### src/hdl/fsbd_pkg.sv
// ----------------------------------------------------------------------------
// fsbd_pkg
// Shared types, codes and sizes of the flux stream byte decoder.
// ----------------------------------------------------------------------------
package fsbd_pkg;

    // Index records taken per buffer before further index blocks are dropped
    localparam int MAX_INDEX_RECORDS = 256;
    localparam int IDX_CNT_W         = $clog2(MAX_INDEX_RECORDS + 1);

    // Front-to-back queue
    localparam int Q_DEPTH = 4;
    localparam int Q_AW    = $clog2(Q_DEPTH);
    localparam int Q_CW    = $clog2(Q_DEPTH + 1);

    // Result kinds
    localparam logic [2:0] KIND_FLUX   = 3'd0;
    localparam logic [2:0] KIND_INDEX  = 3'd1;
    localparam logic [2:0] KIND_INFO   = 3'd2;
    localparam logic [2:0] KIND_END    = 3'd3;
    localparam logic [2:0] KIND_STATUS = 3'd4;

    // Final status codes
    localparam logic [2:0] ST_OK           = 3'd0;
    localparam logic [2:0] ST_MISSING_DATA = 3'd1;
    localparam logic [2:0] ST_MISSING_END  = 3'd2;
    localparam logic [2:0] ST_DEV_BUFFER   = 3'd3;
    localparam logic [2:0] ST_DEV_NO_INDEX = 3'd4;

    // Cell stream opcodes
    localparam logic [7:0] OP_FLUX2_MAX = 8'h07;
    localparam logic [7:0] OP_NOP1      = 8'h08;
    localparam logic [7:0] OP_NOP2      = 8'h09;
    localparam logic [7:0] OP_NOP3      = 8'h0A;
    localparam logic [7:0] OP_OVL16     = 8'h0B;
    localparam logic [7:0] OP_FLUX3     = 8'h0C;
    localparam logic [7:0] OP_OOB       = 8'h0D;

    // Out-of-band block types
    localparam logic [7:0] OOB_INFO  = 8'h01;
    localparam logic [7:0] OOB_INDEX = 8'h02;
    localparam logic [7:0] OOB_END   = 8'h03;
    localparam logic [7:0] OOB_EOF   = 8'h0D;

    localparam logic [31:0] OVL_STEP     = 32'h0001_0000;
    localparam int          GATHER_BYTES = 12;
    localparam logic [15:0] INFO_MIN     = 16'd8;
    localparam logic [15:0] INDEX_MIN    = 16'd12;
    localparam logic [15:0] END_MIN      = 16'd8;

    // End-of-stream result codes that raise a device status
    localparam logic [31:0] END_RES_BUFFER   = 32'd1;
    localparam logic [31:0] END_RES_NO_INDEX = 32'd2;

    typedef struct packed {
        logic [7:0] data_byte;
        logic       last_byte;
    } t_in_item;

    typedef struct packed {
        logic [2:0]  kind;
        logic [31:0] flux_value;
        logic [31:0] position;
        logic [31:0] word_a;
        logic [31:0] word_b;
        logic [2:0]  final_status;
        logic        last_of_run;
    } t_out_item;

    // What one accepted byte leaves for the back end
    typedef struct packed {
        logic      has_rec;
        t_out_item rec;
        logic      has_final;
        logic [2:0] status;
    } t_event;

endpackage

### src/hdl/fsbd_front.sv
// ----------------------------------------------------------------------------
// fsbd_front
// Byte parser: decodes cells and out-of-band blocks, one byte per cycle while the event output is ready.
// ----------------------------------------------------------------------------
module fsbd_front (
    input  logic              i_clk,
    input  logic              i_rst_n,
    input  logic              i_valid,
    output logic              o_ready,
    input  fsbd_pkg::t_in_item i_item,
    output logic              o_ev_valid,
    input  logic              i_ev_ready,
    output fsbd_pkg::t_event  o_ev
);

    typedef enum logic [2:0] {
        PH_IDLE,
        PH_FLUX2,
        PH_FLUX3,
        PH_NOP,
        PH_OOBHDR,
        PH_OOBPAY
    } t_phase;

    t_phase r_phase, n_phase;
    logic [7:0]  r_opcode, n_opcode;
    logic [15:0] r_idx, n_idx;
    logic [7:0]  r_type, n_type;
    logic [15:0] r_size, n_size;
    logic [7:0]  r_flux_hi, n_flux_hi;
    logic [7:0]  r_gather [fsbd_pkg::GATHER_BYTES];
    logic [7:0]  n_gather [fsbd_pkg::GATHER_BYTES];
    logic [31:0] r_ovl, n_ovl;
    logic [31:0] r_pos, n_pos;
    logic [2:0]  r_status, n_status;
    logic        r_saw_end, n_saw_end;
    logic        r_halted, n_halted;
    logic [fsbd_pkg::IDX_CNT_W-1:0] r_taken, n_taken;

    logic        accept;
    logic        finish;
    logic [7:0]  b;
    logic [15:0] need;
    logic [31:0] w0, w1, w2;
    logic [2:0]  st;
    fsbd_pkg::t_event ev;

    assign o_ready = i_ev_ready;
    assign accept  = i_valid && o_ready;
    assign b       = i_item.data_byte;

    always_comb begin
        n_phase   = r_phase;
        n_opcode  = r_opcode;
        n_idx     = r_idx;
        n_type    = r_type;
        n_size    = r_size;
        n_flux_hi = r_flux_hi;
        n_gather  = r_gather;
        n_ovl     = r_ovl;
        n_pos     = r_pos;
        n_status  = r_status;
        n_saw_end = r_saw_end;
        n_halted  = r_halted;
        n_taken   = r_taken;
        finish    = 1'b0;
        need      = (r_opcode == fsbd_pkg::OP_NOP2) ? 16'd2 : 16'd3;
        st        = fsbd_pkg::ST_OK;
        w0        = '0;
        w1        = '0;
        w2        = '0;
        ev        = '0;

        if (accept && !r_halted) begin
            case (r_phase)
                PH_IDLE: begin
                    n_opcode = b;
                    n_idx    = 16'd1;
                    if (b <= fsbd_pkg::OP_FLUX2_MAX) begin
                        n_flux_hi = b;
                        n_phase   = PH_FLUX2;
                    end else if (b == fsbd_pkg::OP_NOP1) begin
                        n_pos = r_pos + 32'd1;
                    end else if (b == fsbd_pkg::OP_NOP2 || b == fsbd_pkg::OP_NOP3) begin
                        n_phase = PH_NOP;
                    end else if (b == fsbd_pkg::OP_OVL16) begin
                        n_ovl = r_ovl + fsbd_pkg::OVL_STEP;
                        n_pos = r_pos + 32'd1;
                    end else if (b == fsbd_pkg::OP_FLUX3) begin
                        n_flux_hi = 8'h00;
                        n_phase   = PH_FLUX3;
                    end else if (b == fsbd_pkg::OP_OOB) begin
                        n_phase = PH_OOBHDR;
                    end else begin
                        ev.has_rec            = 1'b1;
                        ev.rec.kind           = fsbd_pkg::KIND_FLUX;
                        ev.rec.flux_value     = {24'h0, b} + r_ovl;
                        ev.rec.position       = r_pos;
                        n_ovl                 = '0;
                        n_pos                 = r_pos + 32'd1;
                    end
                end
                PH_FLUX2: begin
                    ev.has_rec        = 1'b1;
                    ev.rec.kind       = fsbd_pkg::KIND_FLUX;
                    ev.rec.flux_value = {16'h0, r_flux_hi, b} + r_ovl;
                    ev.rec.position   = r_pos;
                    n_ovl             = '0;
                    n_pos             = r_pos + 32'd2;
                    n_phase           = PH_IDLE;
                end
                PH_FLUX3: begin
                    if (r_idx == 16'd1) begin
                        n_flux_hi = b;
                        n_idx     = 16'd2;
                    end else begin
                        ev.has_rec        = 1'b1;
                        ev.rec.kind       = fsbd_pkg::KIND_FLUX;
                        ev.rec.flux_value = {16'h0, r_flux_hi, b} + r_ovl;
                        ev.rec.position   = r_pos;
                        n_ovl             = '0;
                        n_pos             = r_pos + 32'd3;
                        n_phase           = PH_IDLE;
                    end
                end
                PH_NOP: begin
                    n_idx = r_idx + 16'd1;
                    if (n_idx >= need) begin
                        n_pos   = r_pos + {16'h0, need};
                        n_phase = PH_IDLE;
                    end
                end
                PH_OOBHDR: begin
                    if (r_idx == 16'd1) begin
                        n_type = b;
                        n_idx  = 16'd2;
                    end else if (r_idx == 16'd2) begin
                        n_size = {8'h00, b};
                        n_idx  = 16'd3;
                    end else begin
                        n_size = {b, r_size[7:0]};
                        if (r_type == fsbd_pkg::OOB_EOF) begin
                            // end of file: ignore everything up to the last byte
                            n_saw_end = 1'b1;
                            n_halted  = 1'b1;
                            n_phase   = PH_IDLE;
                        end else begin
                            for (int k = 0; k < fsbd_pkg::GATHER_BYTES; k++) begin
                                n_gather[k] = 8'h00;
                            end
                            n_idx = '0;
                            if (n_size == 16'd0) begin
                                finish = 1'b1;
                            end else begin
                                n_phase = PH_OOBPAY;
                            end
                        end
                    end
                end
                PH_OOBPAY: begin
                    if (r_idx < 16'(fsbd_pkg::GATHER_BYTES)) begin
                        n_gather[r_idx[3:0]] = b;
                    end
                    n_idx = r_idx + 16'd1;
                    if (n_idx >= r_size) begin
                        finish = 1'b1;
                    end
                end
                default: begin
                    n_phase = PH_IDLE;
                end
            endcase

            if (finish) begin
                // take the gathered words before a last byte clears them
                w0 = {n_gather[3], n_gather[2], n_gather[1], n_gather[0]};
                w1 = {n_gather[7], n_gather[6], n_gather[5], n_gather[4]};
                w2 = {n_gather[11], n_gather[10], n_gather[9], n_gather[8]};
                n_phase = PH_IDLE;
                case (r_type)
                    fsbd_pkg::OOB_INFO: begin
                        if (n_size >= fsbd_pkg::INFO_MIN) begin
                            ev.has_rec     = 1'b1;
                            ev.rec.kind    = fsbd_pkg::KIND_INFO;
                            ev.rec.word_a  = w0;
                            ev.rec.word_b  = w1;
                        end
                    end
                    fsbd_pkg::OOB_INDEX: begin
                        if (n_size >= fsbd_pkg::INDEX_MIN &&
                            r_taken < fsbd_pkg::IDX_CNT_W'(fsbd_pkg::MAX_INDEX_RECORDS)) begin
                            ev.has_rec      = 1'b1;
                            ev.rec.kind     = fsbd_pkg::KIND_INDEX;
                            ev.rec.position = w0;
                            ev.rec.word_a   = w1;
                            ev.rec.word_b   = w2;
                            n_taken         = r_taken + 1'b1;
                        end
                    end
                    fsbd_pkg::OOB_END: begin
                        n_saw_end = 1'b1;
                        if (n_size >= fsbd_pkg::END_MIN) begin
                            if (w1 == fsbd_pkg::END_RES_BUFFER) begin
                                n_status = fsbd_pkg::ST_DEV_BUFFER;
                            end else if (w1 == fsbd_pkg::END_RES_NO_INDEX) begin
                                n_status = fsbd_pkg::ST_DEV_NO_INDEX;
                            end
                            ev.has_rec      = 1'b1;
                            ev.rec.kind     = fsbd_pkg::KIND_END;
                            ev.rec.position = w0;
                            ev.rec.word_a   = w1;
                        end
                    end
                    default: begin
                        // info string and unknown types: drop
                    end
                endcase
            end
        end

        if (accept && i_item.last_byte) begin
            if (!n_halted && n_phase != PH_IDLE) begin
                st = fsbd_pkg::ST_MISSING_DATA;
            end else begin
                st = n_status;
            end
            if (st == fsbd_pkg::ST_OK && !n_saw_end) begin
                st = fsbd_pkg::ST_MISSING_END;
            end
            ev.has_final = 1'b1;
            ev.status    = st;
            // start the next buffer from a clean state
            n_phase   = PH_IDLE;
            n_opcode  = '0;
            n_idx     = '0;
            n_type    = '0;
            n_size    = '0;
            n_flux_hi = '0;
            for (int k = 0; k < fsbd_pkg::GATHER_BYTES; k++) begin
                n_gather[k] = 8'h00;
            end
            n_ovl     = '0;
            n_pos     = '0;
            n_status  = fsbd_pkg::ST_OK;
            n_saw_end = 1'b0;
            n_halted  = 1'b0;
            n_taken   = '0;
        end

        ev.rec.last_of_run = ev.has_rec && !ev.has_final;
    end

    assign o_ev_valid = accept && (ev.has_rec || ev.has_final);
    assign o_ev       = ev;

    always_ff @(posedge i_clk) begin
        if (!i_rst_n) begin
            r_phase   <= PH_IDLE;
            r_opcode  <= '0;
            r_idx     <= '0;
            r_type    <= '0;
            r_size    <= '0;
            r_flux_hi <= '0;
            for (int k = 0; k < fsbd_pkg::GATHER_BYTES; k++) begin
                r_gather[k] <= 8'h00;
            end
            r_ovl     <= '0;
            r_pos     <= '0;
            r_status  <= fsbd_pkg::ST_OK;
            r_saw_end <= 1'b0;
            r_halted  <= 1'b0;
            r_taken   <= '0;
        end else begin
            r_phase   <= n_phase;
            r_opcode  <= n_opcode;
            r_idx     <= n_idx;
            r_type    <= n_type;
            r_size    <= n_size;
            r_flux_hi <= n_flux_hi;
            r_gather  <= n_gather;
            r_ovl     <= n_ovl;
            r_pos     <= n_pos;
            r_status  <= n_status;
            r_saw_end <= n_saw_end;
            r_halted  <= n_halted;
            r_taken   <= n_taken;
        end
    end

    a_halt_idle: assert property (@(posedge i_clk) disable iff (!i_rst_n)
        r_halted |-> (r_phase == PH_IDLE && r_saw_end))
        else $error("halted parser left idle phase or missed end mark");

endmodule

### src/hdl/fsbd_queue.sv
// ----------------------------------------------------------------------------
// fsbd_queue
// Short event queue between the parser and the result sequencer.
// ----------------------------------------------------------------------------
module fsbd_queue (
    input  logic             i_clk,
    input  logic             i_rst_n,
    input  logic             i_push_valid,
    output logic             o_push_ready,
    input  fsbd_pkg::t_event i_push_ev,
    output logic             o_pop_valid,
    input  logic             i_pop_ready,
    output fsbd_pkg::t_event o_pop_ev
);

    fsbd_pkg::t_event r_mem [fsbd_pkg::Q_DEPTH];
    logic [fsbd_pkg::Q_AW-1:0] r_wr_ptr, r_rd_ptr;
    logic [fsbd_pkg::Q_CW-1:0] r_count;
    logic push, pop;

    assign o_push_ready = (r_count != fsbd_pkg::Q_CW'(fsbd_pkg::Q_DEPTH));
    assign o_pop_valid  = (r_count != '0);
    assign o_pop_ev     = r_mem[r_rd_ptr];
    assign push         = i_push_valid && o_push_ready;
    assign pop          = o_pop_valid && i_pop_ready;

    always_ff @(posedge i_clk) begin
        if (push) begin
            r_mem[r_wr_ptr] <= i_push_ev;
        end
    end

    always_ff @(posedge i_clk) begin
        if (!i_rst_n) begin
            r_wr_ptr <= '0;
            r_rd_ptr <= '0;
            r_count  <= '0;
        end else begin
            if (push) begin
                r_wr_ptr <= r_wr_ptr + 1'b1;
            end
            if (pop) begin
                r_rd_ptr <= r_rd_ptr + 1'b1;
            end
            if (push && !pop) begin
                r_count <= r_count + 1'b1;
            end else if (pop && !push) begin
                r_count <= r_count - 1'b1;
            end
        end
    end

    a_count_bound: assert property (@(posedge i_clk) disable iff (!i_rst_n)
        r_count <= fsbd_pkg::Q_CW'(fsbd_pkg::Q_DEPTH))
        else $error("queue count beyond depth");

    a_ptr_gap: assert property (@(posedge i_clk) disable iff (!i_rst_n)
        (r_count == '0 || r_count == fsbd_pkg::Q_CW'(fsbd_pkg::Q_DEPTH))
            |-> (r_wr_ptr == r_rd_ptr))
        else $error("queue pointers disagree with count");

endmodule

### src/hdl/fsbd_back.sv
// ----------------------------------------------------------------------------
// fsbd_back
// Result sequencer: unpacks queued events into result items.
// ----------------------------------------------------------------------------
module fsbd_back (
    input  logic                i_clk,
    input  logic                i_rst_n,
    input  logic                i_ev_valid,
    output logic                o_ev_ready,
    input  fsbd_pkg::t_event    i_ev,
    output logic                o_valid,
    input  logic                i_ready,
    output fsbd_pkg::t_out_item o_item
);

    logic                r_valid;
    fsbd_pkg::t_out_item r_item;
    logic                r_pend_final;
    logic [2:0]          r_pend_status;
    logic                slot_free;
    fsbd_pkg::t_out_item final_item;
    fsbd_pkg::t_out_item ev_final;

    assign slot_free  = !r_valid || i_ready;
    assign o_ev_ready = slot_free && !r_pend_final;

    always_comb begin
        final_item              = '0;
        final_item.kind         = fsbd_pkg::KIND_STATUS;
        final_item.final_status = r_pend_status;
        final_item.last_of_run  = 1'b1;
        ev_final                = '0;
        ev_final.kind           = fsbd_pkg::KIND_STATUS;
        ev_final.final_status   = i_ev.status;
        ev_final.last_of_run    = 1'b1;
    end

    always_ff @(posedge i_clk) begin
        if (!i_rst_n) begin
            r_valid       <= 1'b0;
            r_pend_final  <= 1'b0;
            r_pend_status <= fsbd_pkg::ST_OK;
        end else if (slot_free) begin
            if (r_pend_final) begin
                r_item       <= final_item;
                r_valid      <= 1'b1;
                r_pend_final <= 1'b0;
            end else if (i_ev_valid) begin
                r_valid <= 1'b1;
                if (i_ev.has_rec) begin
                    // record first, hold the status for the next slot
                    r_item        <= i_ev.rec;
                    r_pend_final  <= i_ev.has_final;
                    r_pend_status <= i_ev.status;
                end else begin
                    r_item <= ev_final;
                end
            end else begin
                r_valid <= 1'b0;
            end
        end
    end

    assign o_valid = r_valid;
    assign o_item  = r_item;

    a_pend_shown: assert property (@(posedge i_clk) disable iff (!i_rst_n)
        r_pend_final |-> r_valid && !r_item.last_of_run)
        else $error("pending status without a record in the output slot");

    a_status_last: assert property (@(posedge i_clk) disable iff (!i_rst_n)
        (r_valid && r_item.kind == fsbd_pkg::KIND_STATUS) |-> r_item.last_of_run)
        else $error("status item not marked last");

endmodule

### src/hdl/flux_stream_byte_decoder.sv
// ----------------------------------------------------------------------------
// flux_stream_byte_decoder
// Decodes a captured flux cell stream, one byte per item, into flux values,
// index, stream info, stream end and final status items.
// ----------------------------------------------------------------------------
//  channel | handshake           | payload
//  --------+---------------------+---------------------------------------
//  input   | i_valid / o_ready   | i_item  (data_byte, last_byte)
//  output  | o_valid / i_ready   | o_item  (kind .. last_of_run)
//
//  One input byte is taken per cycle while the four-entry event queue has
//  room; the parser decodes it in the cycle of acceptance.
//  A byte that causes two items (a record and the final status) occupies
//  the output register with each in turn, record first; bytes causing none take no output slot.
//  Reset (i_rst_n low, synchronous) returns the parser to its idle phase
//  and empties the queue and the output register.
//  A stalled output fills the queue, then drops o_ready until an entry leaves.
// ----------------------------------------------------------------------------
module flux_stream_byte_decoder (
    input  logic                i_clk,
    input  logic                i_rst_n,
    input  logic                i_valid,
    output logic                o_ready,
    input  fsbd_pkg::t_in_item  i_item,
    output logic                o_valid,
    input  logic                i_ready,
    output fsbd_pkg::t_out_item o_item
);

    logic             fq_valid, fq_ready;
    fsbd_pkg::t_event fq_ev;
    logic             qb_valid, qb_ready;
    fsbd_pkg::t_event qb_ev;

    fsbd_front u_front (
        .i_clk      (i_clk),
        .i_rst_n    (i_rst_n),
        .i_valid    (i_valid),
        .o_ready    (o_ready),
        .i_item     (i_item),
        .o_ev_valid (fq_valid),
        .i_ev_ready (fq_ready),
        .o_ev       (fq_ev)
    );

    fsbd_queue u_queue (
        .i_clk        (i_clk),
        .i_rst_n      (i_rst_n),
        .i_push_valid (fq_valid),
        .o_push_ready (fq_ready),
        .i_push_ev    (fq_ev),
        .o_pop_valid  (qb_valid),
        .i_pop_ready  (qb_ready),
        .o_pop_ev     (qb_ev)
    );

    fsbd_back u_back (
        .i_clk      (i_clk),
        .i_rst_n    (i_rst_n),
        .i_ev_valid (qb_valid),
        .o_ev_ready (qb_ready),
        .i_ev       (qb_ev),
        .o_valid    (o_valid),
        .i_ready    (i_ready),
        .o_item     (o_item)
    );

endmodule

### config.mk
export PLATFORM = sky130hd
export DESIGN_NAME = flux_stream_byte_decoder
export DESIGN_NICKNAME = d
export VERILOG_FILES = /design/src/hdl/fsbd_pkg.sv /design/src/hdl/fsbd_front.sv /design/src/hdl/fsbd_queue.sv /design/src/hdl/fsbd_back.sv /design/src/hdl/flux_stream_byte_decoder.sv
export SDC_FILE = /design/constraint.sdc
export NUM_CORES = 1
export LEC_CHECK = 0
export BUFFER_PORTS_ARGS = -buffer_cell sky130_fd_sc_hd__buf_2
export CAP_MARGIN = 0
export CORE_ASPECT_RATIO = 0.9
export CORE_MARGIN = 3
export CORE_UTILIZATION = 45
export CTS_CLUSTER_DIAMETER = 120
export DETAILED_ROUTE_END_ITERATION = 7
export GPL_TIMING_DRIVEN = 0
export PLACE_DENSITY = 0.58
export SYNTH_ARGS = -nofsm -noshare
export SYNTH_HDL_FRONTEND = slang
export SYNTH_SLANG_ARGS = --single-unit
### constraint.sdc
create_clock -name i_clk -period 24.3 [get_ports i_clk]
set_input_delay 3.645 -clock i_clk [delete_from_list [all_inputs] [get_ports i_clk]]
set_output_delay 3.645 -clock i_clk [all_outputs]
set_load 0.01 [all_outputs]
==> results.md <==
Outcome:
- The flow ran to the end, but the final reports show violations.
- The final reports fail on DRC.

Clocking:
- After clock tree synthesis, the flow added hold-fix buffers numbering 0.
- The H-tree depth is 3.
- Counting along the longest clock path gives a buffer depth of 3.
- The root buffer cell is sky130_fd_sc_hd__clkbuf_16.
- The clock tree from TritonCTS is built.
- In this run, CTS created clock tree buffers numbering 95.
- The post-cts resize count is 0.
- After clock tree synthesis, the clock-pin slew on the worst setup and hold paths is 0.06 ns.
- The clock sink count is 910.
- Buffers added to address setup during post-CTS repair amount to 0.
- The clock latency reported for the late side of the worst-skew pair is 0.67 ns.

Placed design:
- Timing analysis after detailed placement gives a worst setup slack of 15.15 ns.
- The estimated wirelength of the detail-placed design is 76570 µm.
- At the end of routability-driven placement, the weighted congestion stood at 0.9641.
- The count of buffers added on input and output ports is 142.
- The post-place instance area is 40900 µm².

Logic synthesis:
- After synthesis, the largest family of logic cells by area is simple AND/OR/NAND/NOR gates.
- In this run, distinct cell masters in the synthesized netlist total 80.
- The portion of netlist area occupied by mux cells is 0.08824.
- Of the total synthesized cell area, the portion taken by XOR and XNOR cells is 0.01397.
- For this run, asynchronously set or reset flops after synthesis account for 0.
- The register bit count reported by yosys is 910.
- Counting every net in the synthesized netlist gives 2949.
- The mean instance size in the synthesized netlist is 13.17 µm².
- The total number of yosys warnings is 0.
- The cell area that synthesis handed to floorplanning was 38240 µm².
- The dominant register cell in the synthesized netlist is sky130_fd_sc_hd__edfxtp_1.
- For this run, the register share of the synthesized area comes to 0.6541.
- The adder and majority cell fraction of the synthesized area is 0.01119.
- The cell count after synthesis came out at 2903.
- The synthesized-area fraction occupied by and/or/nand/nor cells is 0.1379.
- The fraction of the mapped netlist area in compound gates was 0.07074.
- Yosys mapped a number of flops with a built-in enable equal to 679.

Critical path:
- On the critical path the largest part of the delay comes from simple AND/OR/NAND/NOR gates.
- The number of buffers and inverters on the critical path is 3.
- The most repeated library cell on the critical path is sky130_fd_sc_hd__buf_12.
- In this design, the stage delay of the slowest critical-path cell is 1.00 ns.
- The slowest stage cell on the critical path is sky130_fd_sc_hd__nor3_1.
- The worst setup path is launched from an input port.
- The logic depth of the worst register-to-register path is 16.
- The type of destination of the critical path is a flip-flop.
- The worst path required time is 24.66 ns.
- The reg-to-reg setup timing slack is 17.27 ns.
- Walking the worst path, the cells encountered are clkbuf_1 > nor4_2 > nand2_1 > nor4_1 > and2_1 > o21ai_1 > nor3_1 > a21boi_1 > nor3_2 > nor2b_4 > buf_12 > buf_12.
- The worst register-to-register path ends at u_queue.r_mem[0][7].
- The critical path in this run is classified as input port to flip-flop.
- The maximum net fanout on the critical path is 26.
- The endpoint arrival time on the critical path is 8.98 ns.
- The beginning of the worst register-to-register path is u_front.r_idx[0].

Timing:
- Derived from the worst setup path, the maximum achievable clock frequency is 0.1161 GHz.
- Summed over all failing endpoints, the final setup total negative slack is 0 ns.
- The time the worst path needs with I/O delays and setup is 8.616 ns.
- The final count of negative-setup-slack endpoints is 0.
- The total count of hold-check failures in the final report is 0.
- The max-slew violation count is 0.
- In this run the tightest slew margin relative to its limit is 0.03869.
- Setup repair after global routing left no endpoint under its margin.
- Setup slack on the critical path of the routed design comes to 15.68 ns.
- In the finished design, the share of the clock period the worst path needs comes to 0.3546.
- Clock skew on the completed layout was measured at 0.02732 ns.
- The worst-margin pin slew is 1.430 ns.

Cells and area:
- Leaving out fill and tap cells, the most frequent cell in the layout is sky130_fd_sc_hd__edfxtp_1.
- The area growth from synthesis to layout is 15.20%.
- The fraction of final layout cells sized beyond drive strength 1 is 0.1491.
- The sequential cells in the finished layout cover a total of 25010 µm².
- The library cells used most frequently in the layout, excluding fill and tap cells, are sky130_fd_sc_hd__edfxtp_1 (679), sky130_fd_sc_hd__nor2_1 (339), sky130_fd_sc_hd__dfxtp_1 (231), sky130_fd_sc_hd__nand2_1 (188), sky130_fd_sc_hd__clkbuf_1 (178).
- The post-route core utilization is 0.5279.
- In the final design database the tool counted 3212 nets.
- Fill cells in the final layout number 7073.
- With fillers left out, the area of the finished cells amounts to 44050 µm².
- Summing all multi-input logic gate instances after layout gives 12350 µm².

Drt:
- In the routed design, unresolved DRC markers number 3.
- The via count normalized by instance count is 5.800.
- The wire length per cell is 24.53 µm.
- The routed design has 107200 µm of wire.
- After the first detailed-routing iteration, the DRC count stood at 2659.
- The first detailed-routing pass ran for 8 iterations.
- The detail route stage leaves a number of antenna-violating nets equal to 0.
- For this block, the via count after detailed routing is 25350.

GRT:
- The largest net degree at the start of global routing is 37.
- After global routing the overflow that remains totals 0.
- The initial antenna violation count was 6.
- The first global-routing pass estimated 159100 µm of wire.
- For this run, the total global-route usage over all layers was measured as 0.2407.
- The number of global-route vias before repair is 25050.

Power:
- The largest vdd supply drop is 54.67 µV.
- Summing internal, switching and leakage power gives 4.408 mW.
- For this design the static power due to leakage is 14.47 nW.
- For this design the ratio of total power to cell area is 100.1 nW/µm².

Floorplanning:
- For this configuration, the core starts out at a cell density of 0.4582.
- The floorplan step defined a core boundary enclosing 83460 µm².
- Measured along the y axis, the die boundary spans 282.6 µm.
- Pin placement for this block handled 150 I/O pins.
- The die area is 88520 µm².
- In this run the horizontal extent of the chip is 313.3 µm.
- The row count is 100.

Min path:
- The worst hold path passes through 2 cells.
- The worst hold path terminates at u_front.r_flux_hi[7].
- The worst hold path begins at u_front.r_flux_hi[7].
- The worst min-delay path class is flip-flop to flip-flop.

Job:
- The number of max-cap violations is 0.
## worst register-to-register path: cells and delay by family (launching register included)
| family | cells | cell delay [ns] |
|---|---|---|
| compound gates | 5 | 1.53 |
| xor+xnor | 1 | 0.33 |
| fa+ha+maj | 2 | 0.51 |
| buf+inv | 4 | 1.26 |
| flops | 1 | 0.52 |
| simple gates | 4 | 2.54 |
## how the worst max path moves through the flow
stage / slack [ns] / cells past startpoint / from / end
2_1_floorplan: 11.95 / 10 / i_item[5] / u_queue.r_mem[0][0]
3_3_place_gp: 4.97 / 10 / i_item[7] / u_queue.r_mem[0][8]
3_5_place_dp: 15.15 / 12 / i_item[7] / u_queue.r_mem[0][53]
4_1_cts: 15.85 / 12 / i_item[7] / u_queue.r_mem[0][9]
5_1_grt: 15.53 / 12 / i_item[7] / u_queue.r_mem[0][60]
6_report: 15.68 / 12 / i_item[7] / u_queue.r_mem[0][7]
## logic make-up after synthesis
logic type	Yosys count
flip-flops	910
multiplexers	167
XOR/XNOR	61
buffers and inverters	237
AND/OR/NAND/NOR	1069
adder cells (fa/ha/maj)	33
AO/OA/AOI/OAI	426
## state kept, by name, indices dropped and copies added, names as in the netlist, 3 cells and up, named ones only
name and count:
u_front.r_phase 3, u_back.o_item 135, u_front.r_ovl 16, u_front.r_size 16, u_front.r_idx 16, u_front.r_gather 96, u_front.r_status 3, u_front.r_taken 9
u_front.r_type 8, u_front.r_flux_hi 8, u_front.r_pos 32, u_front.r_opcode 8, u_queue.r_mem 544, u_queue.r_count 3, u_back.r_pend_status 3
## Yosys cell counts (all sizes together), types with 5 or more instances
cell type | count | area [µm²]
edfxtp | 679 | 20390
nor2 | 340 | 1276
dfxtp | 231 | 4624
nand2 | 188 | 705.7
clkbuf | 156 | 588.1
nor2b | 150 | 938.4
mux4 | 136 | 3063
o21ai | 128 | 640.6
nand3 | 104 | 520.5
nor3 | 94 | 485.5
a21oi | 91 | 455.4
and2 | 51 | 319.1
inv | 51 | 191.4
a22oi | 46 | 345.3
a211oi | 33 | 252.7
xnor2 | 33 | 289.0
ha | 31 | 387.9
buf | 30 | 131.4
mux2i | 30 | 300.3
xor2 | 28 | 245.2
a22o | 27 | 236.5
nand4 | 24 | 156.4
o22ai | 21 | 131.4
nor4 | 20 | 152.6
a31oi | 16 | 100.1
nand2b | 14 | 87.58
or3 | 14 | 87.58
nor3b | 13 | 97.59
and3 | 12 | 75.07
o21a | 12 | 90.09
and4 | 10 | 87.58
or4 | 10 | 75.07
or2 | 7 | 43.80
a32oi | 6 | 52.55
a21boi | 5 | 37.54
nor4b | 5 | 50.04
## layout make-up
type,count,share of cell area
Sequential cell,910,0.5678
Multi-Input combinational cell,1756,0.2804
Clock buffer,128,0.05896
Tap cell,1122,0.03187
Timing Repair Buffer,166,0.02772
Buffer,186,0.01636
Clock inverter,49,0.01235
Inverter,51,0.004345
Antenna cell,3,0.0001704
## through the flow
step / hold WS, ns / instances
4_1_cts: 0.4577 / 4368
2_1_floorplan: 0.4273 / 2903
6_report: 0.4561 / 4371
3_5_place_dp: 0.4484 / 4191
5_1_grt: 0.4783 / 4368
3_3_place_gp: 0.4416 / 4167
## metal layers
layer / wire length (µm) / up-vias / GRT usage / share of wire
li1: - / 11370 / - / -
met1: 47320 / 12820 / 0.3422 / 0.44
met2: 48940 / 961 / 0.3771 / 0.46
met3: 7255 / 201 / 0.03890 / 0.068
met4: 3702 / 4 / 0.08817 / 0.035
met5: 22 / - / 0 / 0.00021
## power breakdown
part           switching, mW  internal, mW
Sequential            0.0586          1.95
Combinational          0.568         0.384
Clock                  0.609         0.841
Total                   1.24          3.17
Power figures use the tool's default switching activity.
